### src/rxrb_pkg.sv
`default_nettype none

package rxrb_pkg;

   localparam int CHAR_W  = 7;
   localparam int BYTE_W  = 8;
   localparam int FREE_W  = 8;
   localparam int KIND_W  = 3;
   localparam int OP_W    = 2;
   localparam int CSR_A_W = 2;

   localparam logic [CHAR_W-1:0] RESET_CHAR_RST  = 7'd24;
   localparam logic [CHAR_W-1:0] STATUS_CHAR_RST = 7'd63;
   localparam logic [CHAR_W-1:0] START_CHAR_RST  = 7'd126;
   localparam logic [CHAR_W-1:0] HOLD_CHAR_RST   = 7'd33;

   typedef enum logic [OP_W-1:0] {
      OP_RECV  = 2'd0,
      OP_READ  = 2'd1,
      OP_FLUSH = 2'd2,
      OP_IDLE  = 2'd3
   } opcode_type;

   typedef enum logic [KIND_W-1:0] {
      EV_NONE   = 3'd0,
      EV_RESET  = 3'd1,
      EV_STATUS = 3'd2,
      EV_START  = 3'd3,
      EV_HOLD   = 3'd4,
      EV_EXT    = 3'd5
   } event_kind_type;

   typedef enum logic [CSR_A_W-1:0] {
      CSR_RESET_CHAR  = 2'd0,
      CSR_STATUS_CHAR = 2'd1,
      CSR_START_CHAR  = 2'd2,
      CSR_HOLD_CHAR   = 2'd3
   } csr_index_type;

   // strobes from the controller to the slot memory
   typedef struct packed {
      logic wr_en;
      logic rd_en;
   } mem_ctrl_type;

endpackage

`default_nettype wire

### src/rxrb_if.sv
`default_nettype none

interface rxrb_req_if import rxrb_pkg::*; ();
   logic              valid;
   logic              ready;
   logic [OP_W-1:0]   opcode;
   logic [BYTE_W-1:0] byte_in;

   modport source (output valid, output opcode, output byte_in, input ready);
   modport sink   (input valid, input opcode, input byte_in, output ready);
endinterface

interface rxrb_rsp_if import rxrb_pkg::*; ();
   logic              valid;
   logic              ready;
   logic [BYTE_W-1:0] read_byte;
   logic              read_empty;
   logic [FREE_W-1:0] free_count;
   logic [KIND_W-1:0] event_kind;
   logic [BYTE_W-1:0] event_byte;
   logic              dropped_full;

   modport source (output valid, output read_byte, output read_empty, output free_count,
                   output event_kind, output event_byte, output dropped_full, input ready);
   modport sink   (input valid, input read_byte, input read_empty, input free_count,
                   input event_kind, input event_byte, input dropped_full, output ready);
endinterface

`default_nettype wire

### src/rxrb_store.sv
`default_nettype none

module rxrb_store
   import rxrb_pkg::*;
#(
   parameter int SLOTS = 129,
   parameter int IDX_W = 8
) (
   input  wire logic              clock,
   input  wire mem_ctrl_type      mem_ctrl,
   input  wire logic [IDX_W-1:0]  wr_addr,
   input  wire logic [BYTE_W-1:0] wr_data,
   input  wire logic [IDX_W-1:0]  rd_addr,
   output      logic [BYTE_W-1:0] rd_data
);

   logic [BYTE_W-1:0] store_ff [SLOTS];
   logic [BYTE_W-1:0] rd_data_ff;

   always_ff @(posedge clock) begin
      if (mem_ctrl.wr_en) begin
         store_ff[wr_addr] <= wr_data;
      end
   end

   always_ff @(posedge clock) begin
      if (mem_ctrl.rd_en) begin
         rd_data_ff <= store_ff[rd_addr];
      end
   end

   assign rd_data = rd_data_ff;

endmodule

`default_nettype wire

### src/rxrb_ctrl.sv
`default_nettype none

module rxrb_ctrl
   import rxrb_pkg::*;
#(
   parameter int CAPACITY = 128,
   parameter int SLOTS    = 129,
   parameter int IDX_W    = 8
) (
   input  wire logic                clock,
   input  wire logic                reset,
   rxrb_req_if.sink                 req_ch,
   rxrb_rsp_if.source               rsp_ch,
   input  wire logic                csr_we,
   input  wire logic [CSR_A_W-1:0]  csr_index,
   input  wire logic [CHAR_W-1:0]   csr_wdata,
   output      mem_ctrl_type        mem_ctrl,
   output      logic [IDX_W-1:0]    wr_addr,
   output      logic [BYTE_W-1:0]   wr_data,
   output      logic [IDX_W-1:0]    rd_addr,
   input  wire logic [BYTE_W-1:0]   rd_data
);

   localparam logic [IDX_W-1:0] LAST_IDX = IDX_W'(SLOTS - 1);
   localparam logic [IDX_W-1:0] CAP_IDX  = IDX_W'(CAPACITY);

   logic [CHAR_W-1:0] reset_char_ff, status_char_ff, start_char_ff, hold_char_ff;
   logic [IDX_W-1:0]  wr_idx_ff, wr_idx_in;
   logic [IDX_W-1:0]  rd_idx_ff, rd_idx_in;

   logic              rsp_valid_ff;
   logic              read_hit_ff, read_hit_in;
   logic              read_empty_ff, read_empty_in;
   logic [FREE_W-1:0] free_ff, free_in;
   event_kind_type    kind_ff, kind_in;
   logic [BYTE_W-1:0] event_byte_ff, event_byte_in;
   logic              dropped_ff, dropped_in;

   logic              accept;
   opcode_type        op;
   logic [IDX_W-1:0]  wr_next, rd_next;
   logic              full;
   logic              do_write, do_read;
   logic [IDX_W-1:0]  free_idx;

   assign accept       = req_ch.valid && req_ch.ready;
   assign req_ch.ready = !rsp_valid_ff || rsp_ch.ready;
   assign op           = opcode_type'(req_ch.opcode);

   assign wr_next = (wr_idx_ff == LAST_IDX) ? '0 : wr_idx_ff + 1'b1;
   assign rd_next = (rd_idx_ff == LAST_IDX) ? '0 : rd_idx_ff + 1'b1;
   assign full    = (wr_next == rd_idx_ff);

   // classify, then move the pointers
   always_comb begin
      kind_in       = EV_NONE;
      event_byte_in = '0;
      dropped_in    = 1'b0;
      read_hit_in   = 1'b0;
      read_empty_in = 1'b0;
      do_write      = 1'b0;
      do_read       = 1'b0;
      wr_idx_in     = wr_idx_ff;
      rd_idx_in     = rd_idx_ff;
      case (op)
         OP_RECV: begin
            if (req_ch.byte_in == {1'b0, reset_char_ff}) begin
               kind_in = EV_RESET;
            end else if (req_ch.byte_in == {1'b0, status_char_ff}) begin
               kind_in = EV_STATUS;
            end else if (req_ch.byte_in == {1'b0, start_char_ff}) begin
               kind_in = EV_START;
            end else if (req_ch.byte_in == {1'b0, hold_char_ff}) begin
               kind_in = EV_HOLD;
            end else if (req_ch.byte_in[BYTE_W-1]) begin
               kind_in = EV_EXT;
            end
            if (kind_in != EV_NONE) begin
               event_byte_in = req_ch.byte_in;
            end else if (full) begin
               dropped_in = 1'b1;
            end else begin
               do_write  = 1'b1;
               wr_idx_in = wr_next;
            end
         end
         OP_READ: begin
            if (wr_idx_ff == rd_idx_ff) begin
               read_empty_in = 1'b1;
            end else begin
               read_hit_in = 1'b1;
               do_read     = 1'b1;
               rd_idx_in   = rd_next;
            end
         end
         OP_FLUSH: begin
            rd_idx_in = wr_idx_ff;
         end
         default: begin
         end
      endcase
   end

   always_comb begin
      if (wr_idx_in >= rd_idx_in) begin
         free_idx = CAP_IDX - (wr_idx_in - rd_idx_in);
      end else begin
         free_idx = rd_idx_in - wr_idx_in - 1'b1;
      end
      free_in = FREE_W'(free_idx);
   end

   assign mem_ctrl.wr_en = accept && do_write;
   assign mem_ctrl.rd_en = accept && do_read;
   assign wr_addr        = wr_idx_ff;
   assign wr_data        = req_ch.byte_in;
   assign rd_addr        = rd_idx_ff;

   always_ff @(posedge clock) begin
      if (reset) begin
         reset_char_ff  <= RESET_CHAR_RST;
         status_char_ff <= STATUS_CHAR_RST;
         start_char_ff  <= START_CHAR_RST;
         hold_char_ff   <= HOLD_CHAR_RST;
      end else if (csr_we) begin
         case (csr_index_type'(csr_index))
            CSR_RESET_CHAR:  reset_char_ff  <= csr_wdata;
            CSR_STATUS_CHAR: status_char_ff <= csr_wdata;
            CSR_START_CHAR:  start_char_ff  <= csr_wdata;
            CSR_HOLD_CHAR:   hold_char_ff   <= csr_wdata;
            default: begin
            end
         endcase
      end
   end

   always_ff @(posedge clock) begin
      if (reset) begin
         wr_idx_ff    <= '0;
         rd_idx_ff    <= '0;
         rsp_valid_ff <= 1'b0;
      end else begin
         if (accept) begin
            wr_idx_ff    <= wr_idx_in;
            rd_idx_ff    <= rd_idx_in;
            rsp_valid_ff <= 1'b1;
         end else if (rsp_ch.ready) begin
            rsp_valid_ff <= 1'b0;
         end
      end
   end

   always_ff @(posedge clock) begin
      if (accept) begin
         read_hit_ff   <= read_hit_in;
         read_empty_ff <= read_empty_in;
         free_ff       <= free_in;
         kind_ff       <= kind_in;
         event_byte_ff <= event_byte_in;
         dropped_ff    <= dropped_in;
      end
   end

   // popped byte arrives from the memory's read register
   assign rsp_ch.valid        = rsp_valid_ff;
   assign rsp_ch.read_byte    = read_hit_ff ? rd_data : '0;
   assign rsp_ch.read_empty   = read_empty_ff;
   assign rsp_ch.free_count   = free_ff;
   assign rsp_ch.event_kind   = kind_ff;
   assign rsp_ch.event_byte   = event_byte_ff;
   assign rsp_ch.dropped_full = dropped_ff;

endmodule

`default_nettype wire

### src/rx_ring_buffer_realtime_filter.sv
// The response to an accepted request is registered and held in the output register.
// Throughput: one request per cycle; each request makes at most one slot write or read.
// A request is taken whenever the output register is empty or being emptied.
// Reset (synchronous): pointers to zero, buffer empty, realtime characters to defaults.
// Slot memory contents are not cleared; only written slots are ever read.
`default_nettype none

module rx_ring_buffer_realtime_filter
   import rxrb_pkg::*;
#(
   parameter int CAPACITY = 128
) (
   input  wire logic               clock,
   input  wire logic               reset,
   rxrb_req_if.sink                req_ch,
   rxrb_rsp_if.source              rsp_ch,
   input  wire logic               csr_we,
   input  wire logic [CSR_A_W-1:0] csr_index,
   input  wire logic [CHAR_W-1:0]  csr_wdata
);

   localparam int SLOTS = CAPACITY + 1;
   localparam int IDX_W = $clog2(SLOTS);

   mem_ctrl_type      mem_ctrl;
   logic [IDX_W-1:0]  wr_addr;
   logic [BYTE_W-1:0] wr_data;
   logic [IDX_W-1:0]  rd_addr;
   logic [BYTE_W-1:0] rd_data;

   rxrb_ctrl #(
      .CAPACITY (CAPACITY),
      .SLOTS    (SLOTS),
      .IDX_W    (IDX_W)
   ) u_ctrl (
      .clock     (clock),
      .reset     (reset),
      .req_ch    (req_ch),
      .rsp_ch    (rsp_ch),
      .csr_we    (csr_we),
      .csr_index (csr_index),
      .csr_wdata (csr_wdata),
      .mem_ctrl  (mem_ctrl),
      .wr_addr   (wr_addr),
      .wr_data   (wr_data),
      .rd_addr   (rd_addr),
      .rd_data   (rd_data)
   );

   rxrb_store #(
      .SLOTS (SLOTS),
      .IDX_W (IDX_W)
   ) u_store (
      .clock    (clock),
      .mem_ctrl (mem_ctrl),
      .wr_addr  (wr_addr),
      .wr_data  (wr_data),
      .rd_addr  (rd_addr),
      .rd_data  (rd_data)
   );

endmodule

`default_nettype wire

### src/flat_wrapper.sv
// flat-port wrapper written by rule: the top's interface ports become plain ports
module rx_ring_buffer_realtime_filter_flat import rxrb_pkg::*;
#(
   parameter int CAPACITY = 128
)
  (clock, reset, csr_we, csr_index, csr_wdata, req_ch_valid, req_ch_opcode, req_ch_byte_in, req_ch_ready, rsp_ch_valid, rsp_ch_read_byte, rsp_ch_read_empty, rsp_ch_free_count, rsp_ch_event_kind, rsp_ch_event_byte, rsp_ch_dropped_full, rsp_ch_ready);
  rxrb_req_if req_ch_i ();
  rxrb_rsp_if rsp_ch_i ();
  input  wire logic clock;
  input  wire logic reset;
  input  wire logic csr_we;
  input  wire logic [CSR_A_W-1:0] csr_index;
  input  wire logic [CHAR_W-1:0] csr_wdata;
  input wire logic [$bits(req_ch_i.valid)-1:0] req_ch_valid;
  input wire logic [$bits(req_ch_i.opcode)-1:0] req_ch_opcode;
  input wire logic [$bits(req_ch_i.byte_in)-1:0] req_ch_byte_in;
  output wire logic [$bits(req_ch_i.ready)-1:0] req_ch_ready;
  output wire logic [$bits(rsp_ch_i.valid)-1:0] rsp_ch_valid;
  output wire logic [$bits(rsp_ch_i.read_byte)-1:0] rsp_ch_read_byte;
  output wire logic [$bits(rsp_ch_i.read_empty)-1:0] rsp_ch_read_empty;
  output wire logic [$bits(rsp_ch_i.free_count)-1:0] rsp_ch_free_count;
  output wire logic [$bits(rsp_ch_i.event_kind)-1:0] rsp_ch_event_kind;
  output wire logic [$bits(rsp_ch_i.event_byte)-1:0] rsp_ch_event_byte;
  output wire logic [$bits(rsp_ch_i.dropped_full)-1:0] rsp_ch_dropped_full;
  input wire logic [$bits(rsp_ch_i.ready)-1:0] rsp_ch_ready;
  assign req_ch_i.valid = req_ch_valid;
  assign req_ch_i.opcode = req_ch_opcode;
  assign req_ch_i.byte_in = req_ch_byte_in;
  assign req_ch_ready = req_ch_i.ready;
  assign rsp_ch_valid = rsp_ch_i.valid;
  assign rsp_ch_read_byte = rsp_ch_i.read_byte;
  assign rsp_ch_read_empty = rsp_ch_i.read_empty;
  assign rsp_ch_free_count = rsp_ch_i.free_count;
  assign rsp_ch_event_kind = rsp_ch_i.event_kind;
  assign rsp_ch_event_byte = rsp_ch_i.event_byte;
  assign rsp_ch_dropped_full = rsp_ch_i.dropped_full;
  assign rsp_ch_i.ready = rsp_ch_ready;
  rx_ring_buffer_realtime_filter #(.CAPACITY(CAPACITY)) u_core (.clock(clock), .reset(reset), .req_ch(req_ch_i), .rsp_ch(rsp_ch_i), .csr_we(csr_we), .csr_index(csr_index), .csr_wdata(csr_wdata));
endmodule
### config.mk
export PLATFORM = sky130hd
export DESIGN_NAME = rx_ring_buffer_realtime_filter_flat
export DESIGN_NICKNAME = d
export VERILOG_FILES = /design/src/rxrb_pkg.sv /design/src/rxrb_if.sv /design/src/rxrb_store.sv /design/src/rxrb_ctrl.sv /design/src/rx_ring_buffer_realtime_filter.sv /design/src/flat_wrapper.sv
export SDC_FILE = /design/constraint.sdc
export NUM_CORES = 1
export LEC_CHECK = 0
export ABC_CLOCK_PERIOD_IN_PS = 13390
export BUFFER_PORTS_ARGS = -buffer_cell sky130_fd_sc_hd__buf_2
export CORE_ASPECT_RATIO = 1.25
export CORE_MARGIN = 2
export CORE_UTILIZATION = 55
export CTS_CLUSTER_SIZE = 40
export DETAILED_ROUTE_END_ITERATION = 7
export HOLD_SLACK_MARGIN = 0.06
export PLACE_DENSITY = 0.78
export SLEW_MARGIN = 20
export SYNTH_ARGS = -nofsm -noshare
export SYNTH_HDL_FRONTEND = slang
export SYNTH_SLANG_ARGS = --single-unit
### constraint.sdc
create_clock -name clock -period 13.39 [get_ports clock]
set_clock_uncertainty 0.05 [all_clocks]
set_input_delay 0 -clock clock [delete_from_list [all_inputs] [get_ports clock]]
set_output_delay 0 -clock clock [all_outputs]
set_load 0.005 [all_outputs]
==> run summary, run 1 <==
Unique masters post-synth -> 80
top fanout value on the critical path -> 130
setup violation total in the final timing report -> 0
clock-pin slew on the worst setup and hold paths -> 0.07 ns
type of the tightest min-delay check -> input pin to flip-flop
Final #Nets -> 2584
worst vdd ir -> 121 uV
kind of end point of the critical path -> flip-flop
worst slew pin tran -> 1.13 ns
RSZ-0062 raised after global routing -> no
Ports -> 55
CTS Sinks -> 1107
dominant synthesized flop cell -> edfxtp_1
minimum clock period -> 6.55 ns
final hold viol count -> 0
Clock Tree Root -> clkbuf_16
sequential share of the synthesized area -> 0.728
initial DRC count -> 3579
Fin Setup TNS -> 0 ns
Async SR Flop Fraction -> 0
count of pins over their slew limit -> 0
DRC Markers -> 0
vias in the first global route -> 24591
reg-to-reg critical path startpoint -> u_core.u_ctrl.rd_addr[1]$_SDFFE_PP0P_
Mapped Avg Cell Area -> 18.4 um^2
Die X -> 260 um
crit path kind -> flip-flop to flip-flop
H-tree levels -> 3
slowest stage cell, crit path -> buf_4
fin crit share -> 0.489
Worst EP required -> 13.78 ns
post-CTS sizing -> 0
Via density -> 6.73
Worst Path Arrival -> 6.94 ns
Clock Latency Late Sink -> 0.70 ns
cells after synthesis -> 2445
run status -> finished, final reports clean
Via Count -> 24743
CTS tree -> built
dpl hpwl -> 69000 um
Startpoint Class -> flip-flop
Worst Reg-to-Reg Cells -> 18
Core ar. -> 0.0812 mm^2
Layout area overhead -> 11.0%
Yosys top cell area share -> 0.708
Power, Total -> 7.11 mW
DP Cell Count -> 3456
total congestion overflow -> 0
PortBufs -> 54
reg-to-reg slack, setup -> 6.84 ns
# rows -> 117
full die area -> 0.0842 mm^2
Area contributors post-synth -> edfxtp_1 71%, mux4_2 12%, dfxtp_1 2.0%, mux2i_1 1.6%, nor2_1 1.5%
Yosys warning count -> 0
hold path cells -> 4
fin area -> 0.0500 mm^2
Power per Cell Area -> 142 mW/mm^2
Post-Syn Area -> 0.0450 mm^2
Lkg Pwr -> 15.4 nW
layout cells sized above 1 -> 0.205
Post-Place Worst Slack -> 6.97 ns
clk buf depth -> 3
WL final -> 116000 um
#FFs+latches synth -> 1107
Synth Net Count -> 2505
Non-Filler Instances -> 3678
total CTS buffers -> 100
drt wl/cell -> 31.4 um
RePlAce Congestion -> 0.899
fin worst setup slack -> 6.84 ns
gr usage total -> 0.277
first-pass GRT wire length -> 167000 um
Die Ht -> 324 um
Max Cap Viol -> 0
Max-slew headroom -> 0.242
Hold Crit Start -> csr_wdata[2]
CP max stage delay -> 0.81 ns
Initial DRT Pass Iterations -> 8
Antenna Diode Count -> 0
worst path cell trace -> buf_12, buf_4, xnor2_1, nand4_1, nor2_1, or3_1, o21a_1, inv_1, ha_1, ha_1, fa_1, nor2b_1, o21a_1, o21bai_1, a21oi_1, a2111oi_0, o211a_1, nor2_1
largest net degree at the start of global routing -> 131
RR Endpoint -> u_core.u_ctrl.rsp_ch.free_count[7]$_DFFE_PP_
Max Freq -> 153 MHz
Fin Hold WS -> 0.112 ns
Starting Density -> 0.554
number of routed nets with antenna violations -> 0
biggest area consumer among synthesized cells -> edfxtp_1
placed inst area -> 0.0463 mm^2
utilization after layout -> 0.615
Post-synth EDFFs -> 1062
WHS Endpoint -> u_core.u_ctrl.status_char_ff[2]$_SDFFE_PP1P_
initial antenna violation count -> 1
cells in the mapped netlist, types with 18 or more instances:
cell type and instances:
a211oi_1 20, a21oi_1 41, a221oi_1 19, a22oi_1 28, and2_1 22, buf_1 19, buf_2 36, clkbuf_1 73
dfxtp_1 45, edfxtp_1 1062, ha_1 29, inv_1 27, mux2i_1 72, mux4_2 246, nand2_1 133, nand3_1 46
nor2_1 176, nor3_1 18, o21ai_0 36, o22ai_1 28, xnor2_1 34, xor2_1 26
area by class of cell:
class | instances | area (um^2)
clock buffers | 117 | 2600
clock inverters | 68 | 696
fillers | 5379 | 31300
inverters | 32 | 120
multi-input cells | 1155 | 11400
flip-flops and latches | 1107 | 32800
well taps | 1071 | 1340
repair buffers | 128 | 967
flip-flops by register name, indices dropped and copies added, names as in the netlist:
name,count
u_core.u_store.store_ff,1032
u_core.u_ctrl.rd_addr,8
u_core.u_ctrl.rsp_ch.event_byte,8
u_core.u_ctrl.rsp_ch.free_count,8
u_core.u_ctrl.wr_addr,8
u_core.u_store.rd_data,8
u_core.u_ctrl.hold_char_ff,7
u_core.u_ctrl.reset_char_ff,7
u_core.u_ctrl.start_char_ff,7
u_core.u_ctrl.status_char_ff,7
u_core.u_ctrl.rsp_ch.event_kind,3
u_core.u_ctrl.read_hit_ff,1
u_core.u_ctrl.rsp_ch.dropped_full,1
u_core.u_ctrl.rsp_ch.read_empty,1
u_core.u_ctrl.rsp_ch.valid,1
critical path, delay by kind of cell, from the launching register on:
kind / cells / cell delay (ns)
buffers and inverters: 3 / 1.51
and+or+nand+nor: 5 / 1.20
xor gates and xnor gates: 1 / 0.20
adders and majority gates: 3 / 1.01
AOI/OAI and AO/OA: 6 / 1.44
DFF: 1 / 0.69
logic make-up after synthesis:
logic type | after synthesis | synth area share
buffers and inverters | 183 | 0.0186
muxes | 328 | 0.142
and+or+nand+nor | 476 | 0.0490
DFF | 1107 | 0.728
AOI/OAI and AO/OA | 254 | 0.0395
adders and majority gates | 36 | 0.0112
xor gates and xnor gates | 61 | 0.0120
routing by layer:
layer	global-route usage	wire length, um
met2	0.450	56500
met1	0.361	40800
met4	0.145	6640
met3	0.0488	11600
met5	0	0
worst max-delay path by stage:
stage / cells after the start / from / slack [ns] / endpoint
final: 18 / u_core.u_ctrl.rd_addr[1]$_SDFFE_PP0P_ / 6.84 / u_core.u_ctrl.rsp_ch.free_count[7]$_DFFE_PP_
after global routing: 19 / u_core.u_ctrl.rd_addr[1]$_SDFFE_PP0P_ / 6.43 / u_core.u_ctrl.rsp_ch.free_count[7]$_DFFE_PP_
after CTS: 19 / u_core.u_ctrl.rd_addr[1]$_SDFFE_PP0P_ / 6.98 / u_core.u_ctrl.rsp_ch.free_count[7]$_DFFE_PP_
after detailed placement: 19 / u_core.u_ctrl.rd_addr[1]$_SDFFE_PP0P_ / 6.97 / u_core.u_ctrl.rsp_ch.free_count[7]$_DFFE_PP_
after global placement: 19 / u_core.u_ctrl.rd_addr[1]$_SDFFE_PP0P_ / 7.07 / u_core.u_ctrl.rsp_ch.free_count[7]$_DFFE_PP_
after floorplan: 23 / u_core.u_ctrl.wr_addr[0]$_SDFFE_PP0P_ / 8.24 / u_core.u_ctrl.rsp_ch.free_count[2]$_DFFE_PP_
placed cells by master, fill, tap and decap left out, types with 27 or more instances in the layout:
cell,n
edfxtp_1,1062
clkbuf_16,101
o21ai_0,36
buf_2,46
a21oi_1,41
o22ai_1,28
nand2_1,133
buf_4,42
ha_1,29
dfxtp_1,41
nor2_1,175
mux2i_1,72
xnor2_1,34
dlygate4sd3_1,37
nand3_1,46
mux4_2,246
inv_1,27
a22oi_1,28
repair_timing:
action / in CTS / in global routing
hold buffers: 37 / 0
setup buffers: 0 / 0
hold endpoints to repair: 283 / 0
power breakdown:
group | switching (mW) | internal (mW) | total, mW
Sequential | 0.0135 | 3.80 | 3.82
Clock | 1.29 | 1.62 | 2.91
Combinational | 0.230 | 0.153 | 0.383
Power figures use the tool's default switching activity.
==> run 2, diff against run 1 <==
ABC_CLOCK_PERIOD_IN_PS = 6150   (was 13390)
clock period = 6.15 ns   (was 13.39 ns; I/O delays follow)
==> run 2 against run 1 <==
Effect of this change: global-route usage grew 0.079 points; non-clock buffer count up 13; clock-buffer cell count increased by 2; highest routed layer unchanged; fmax is 10% higher; register-to-register slack worse by 6.6 ns; sequential power grew 120%; sequential share of layout area hardly changed; critical endpoint unchanged; critical path type unchanged; flip-flop and latch count unchanged; routed wire length fell by 0.34%; via count shrank 1.1%; setup slack worse by 6.6 ns; core utilization is essentially flat.
==> run summary, run 2 (synthesis gave the netlist of run 1 again) <==
vias in the first global route -> 24504 (-0.35%)
first-pass GRT wire length -> 167000 um (+0.13%)
run status -> finished, final reports clean
met2 usage -> 0.445 (-0.00508)
Core ar. -> 0.0812 mm^2 (unchanged)
CTS Sinks -> 1107 (unchanged)
reg-to-reg slack, setup -> 0.21 ns (-6.63 ns)
M3 GR Usage -> 0.0612 (+0.0123)
Worst Path Arrival -> 6.31 ns (-0.63 ns)
top fanout value on the critical path -> 20 (-85%)
total CTS buffers -> 97 (-3.0%)
DRC Markers -> 0 (unchanged)
Initial DRT Pass Iterations -> 6 (-2)
kind of end point of the critical path -> flip-flop
commonest cells after routing, fill and taps aside -> 1062 x edfxtp_1, 246 x mux4_2, 175 x nor2_1
met1 usage -> 0.353 (-0.00878)
RSZ-0062 raised after global routing -> no
CTS tree -> built
dpl hpwl -> 70100 um (+1.7%)
critical path endpoint -> u_core.u_ctrl.rsp_ch.free_count[7]$_DFFE_PP_
clk buf depth -> 3 (unchanged)
count of pins over their slew limit -> 0 (unchanged)
Max-slew headroom -> 0.266 (+0.0241)
minimum clock period -> 5.94 ns (-0.608 ns)
initial antenna violation count -> 4 (+3)
largest net degree at the start of global routing -> 125 (-4.6%)
Ports -> 55 (unchanged)
setup violation total in the final timing report -> 0 (unchanged)
gr usage total -> 0.278 (+0.000791)
number of routed nets with antenna violations -> 0 (unchanged)
reg-to-reg critical path startpoint -> u_core.u_ctrl.wr_addr[1]$_SDFFE_PP0P_
PortBufs -> 54 (unchanged)
RePlAce Congestion -> 0.969 (+7.9%)
WL final -> 115000 um (-0.34%)
initial DRC count -> 3557 (-0.61%)
Power per Cell Area -> 306 mW/mm^2 (+120%)
fin crit share -> 0.966 (+0.477)
fin worst setup slack -> 0.209 ns (-6.63 ns)
Starting Density -> 0.554 (unchanged)
utilization after layout -> 0.615 (about the same)
commonest non-fill, non-tap cell in the layout -> edfxtp_1
Lkg Pwr -> 15.4 nW (about the same)
Post-Place Worst Slack -> 0.574 ns (-6.40 ns)
Multi-input gate area -> 0.0114 mm^2 (about the same)
Via density -> 6.64 (-1.3%)
H-tree levels -> 3 (unchanged)
max reg flops -> 1032 (unchanged)
Fin Setup TNS -> 0 ns (unchanged)
worst vdd ir -> 254 uV (+110%)
drt wl/cell -> 31.2 um (-0.52%)
Die Ht -> 324 um (unchanged)
Max Cap Viol -> 0 (unchanged)
slowest stage cell, crit path -> o31ai_4
Startpoint Class -> flip-flop
Via Count -> 24472 (-1.1%)
Clock Tree Root -> clkbuf_16
Max Freq -> 168 MHz (+10%)
Worst EP required -> 6.52 ns (-7.26 ns)
# rows -> 117 (unchanged)
clock-pin slew on the worst setup and hold paths -> 0.07 ns (about the same)
Worst Reg-to-Reg Cells -> 19 (+1)
post-CTS sizing -> 0 (unchanged)
Filler cells -> 5455 (+1.4%)
total congestion overflow -> 0 (unchanged)
type of the tightest min-delay check -> input pin to flip-flop
full die area -> 0.0842 mm^2 (unchanged)
worst path cell trace -> inv_1, ha_1, or3b_4, or2_1, o32ai_1, a31oi_1, o31ai_4, nor2_1, a21oi_1, ha_1, ha_1, fa_1, nor2b_1, o21a_1, o21bai_1, a21oi_1, a2111oi_0, o211a_1, nor2_1
crit path kind -> flip-flop to flip-flop
Layout area overhead -> 11.0% (about the same)
postcts setup bufs -> 0 (unchanged)
layout cells sized above 1 -> 0.205 (about the same)
Final #Nets -> 2594 (+0.39%)
Power, Total -> 15.3 mW (+120%)
CP most frequent cell -> ha_1
worst slew pin tran -> 1.10 ns (-0.0361 ns)
final hold viol count -> 0 (unchanged)
Worst Setup SP -> u_core.u_ctrl.wr_addr[1]$_SDFFE_PP0P_
Clock Latency Late Sink -> 0.69 ns (about the same)
Top reg by flops -> u_core.u_store.store_ff
Reg area -> 0.0328 mm^2 (unchanged)
Die X -> 260 um (unchanged)
GRT Max-Usage Layer -> met2
CP max stage delay -> 0.71 ns (-0.10 ns)
RR Endpoint -> u_core.u_ctrl.rsp_ch.free_count[7]$_DFFE_PP_
run 2: stage by stage:
| stage | instance area [um^2] | hold slack (ns) | std cells |
|---|---|---|---|
| after floorplan | 45000 | 0.0489 | 2445 |
| after global placement | 46400 | 0.200 | 3469 |
| after detailed placement | 46400 | 0.212 | 3469 |
| after CTS | 50000 | 0.101 | 3684 |
| after global routing | 50000 | 0.120 | 3684 |
| final | 50000 | 0.121 | 3685 |
run 2: how the worst min path moves through the flow:
stage                                 start                                      endpoint  depth (start not counted)
after CTS                      csr_wdata[5]  u_core.u_ctrl.status_char_ff[5]$_SDFFE_PP1P_                          4
after detailed placement       req_ch_valid       u_core.u_ctrl.rsp_ch.valid$_SDFFE_PP0P_                          3
after global routing           csr_wdata[5]  u_core.u_ctrl.status_char_ff[5]$_SDFFE_PP1P_                          4
after floorplan           req_ch_byte_in[0]       u_core.u_store.store_ff[0][0]$_DFFE_PP_                          0
after global placement         req_ch_valid       u_core.u_ctrl.rsp_ch.valid$_SDFFE_PP0P_                          3
final                          csr_wdata[5]    u_core.u_ctrl.hold_char_ff[5]$_SDFFE_PP1P_                          4
run 2: metal layers:
metal	vias up	wire length, um	part of all wire
met5	-	0	0
met2	1604	55700	0.48
met3	327	11600	0.10
met1	12560	40400	0.35
met4	0	7430	0.065
li1	9981	-	-
run 2: report_power, final:
| group | switching, mW | internal [mW] |
|---|---|---|
| Clock | 2.73 | 3.42 |
| Sequential | 0.0205 | 8.28 |
| Combinational | 0.513 | 0.336 |
run 2: what timing repair did:
item	in CTS	in global routing
endpoints found under the setup margin	0	0
hold buffers	37	0
hold endpoints to repair	316	0
run 2: worst max-delay path, delay by kind of cell (launching register included):
| family | cells | cell delay, ns |
|---|---|---|
| AO/OA/AOI/OAI | 9 | 2.64 |
| adder cells (fa/ha/maj) | 4 | 1.31 |
| AND/OR/NAND/NOR | 5 | 1.12 |
| flip-flops | 1 | 0.44 |
| buffers and inverters | 1 | 0.13 |
run 2: area by class of cell:
| cell class | count | share of cell area |
|---|---|---|
| multi-input cells | 1155 | 0.229 |
| well taps | 1071 | 0.0268 |
| flip-flops and latches | 1107 | 0.657 |
| diodes | 1 | 0.0000501 |
| clock buffers | 119 | 0.0517 |
| inverters | 32 | 0.00240 |
| repair buffers | 141 | 0.0217 |
| clock inverters | 59 | 0.0118 |
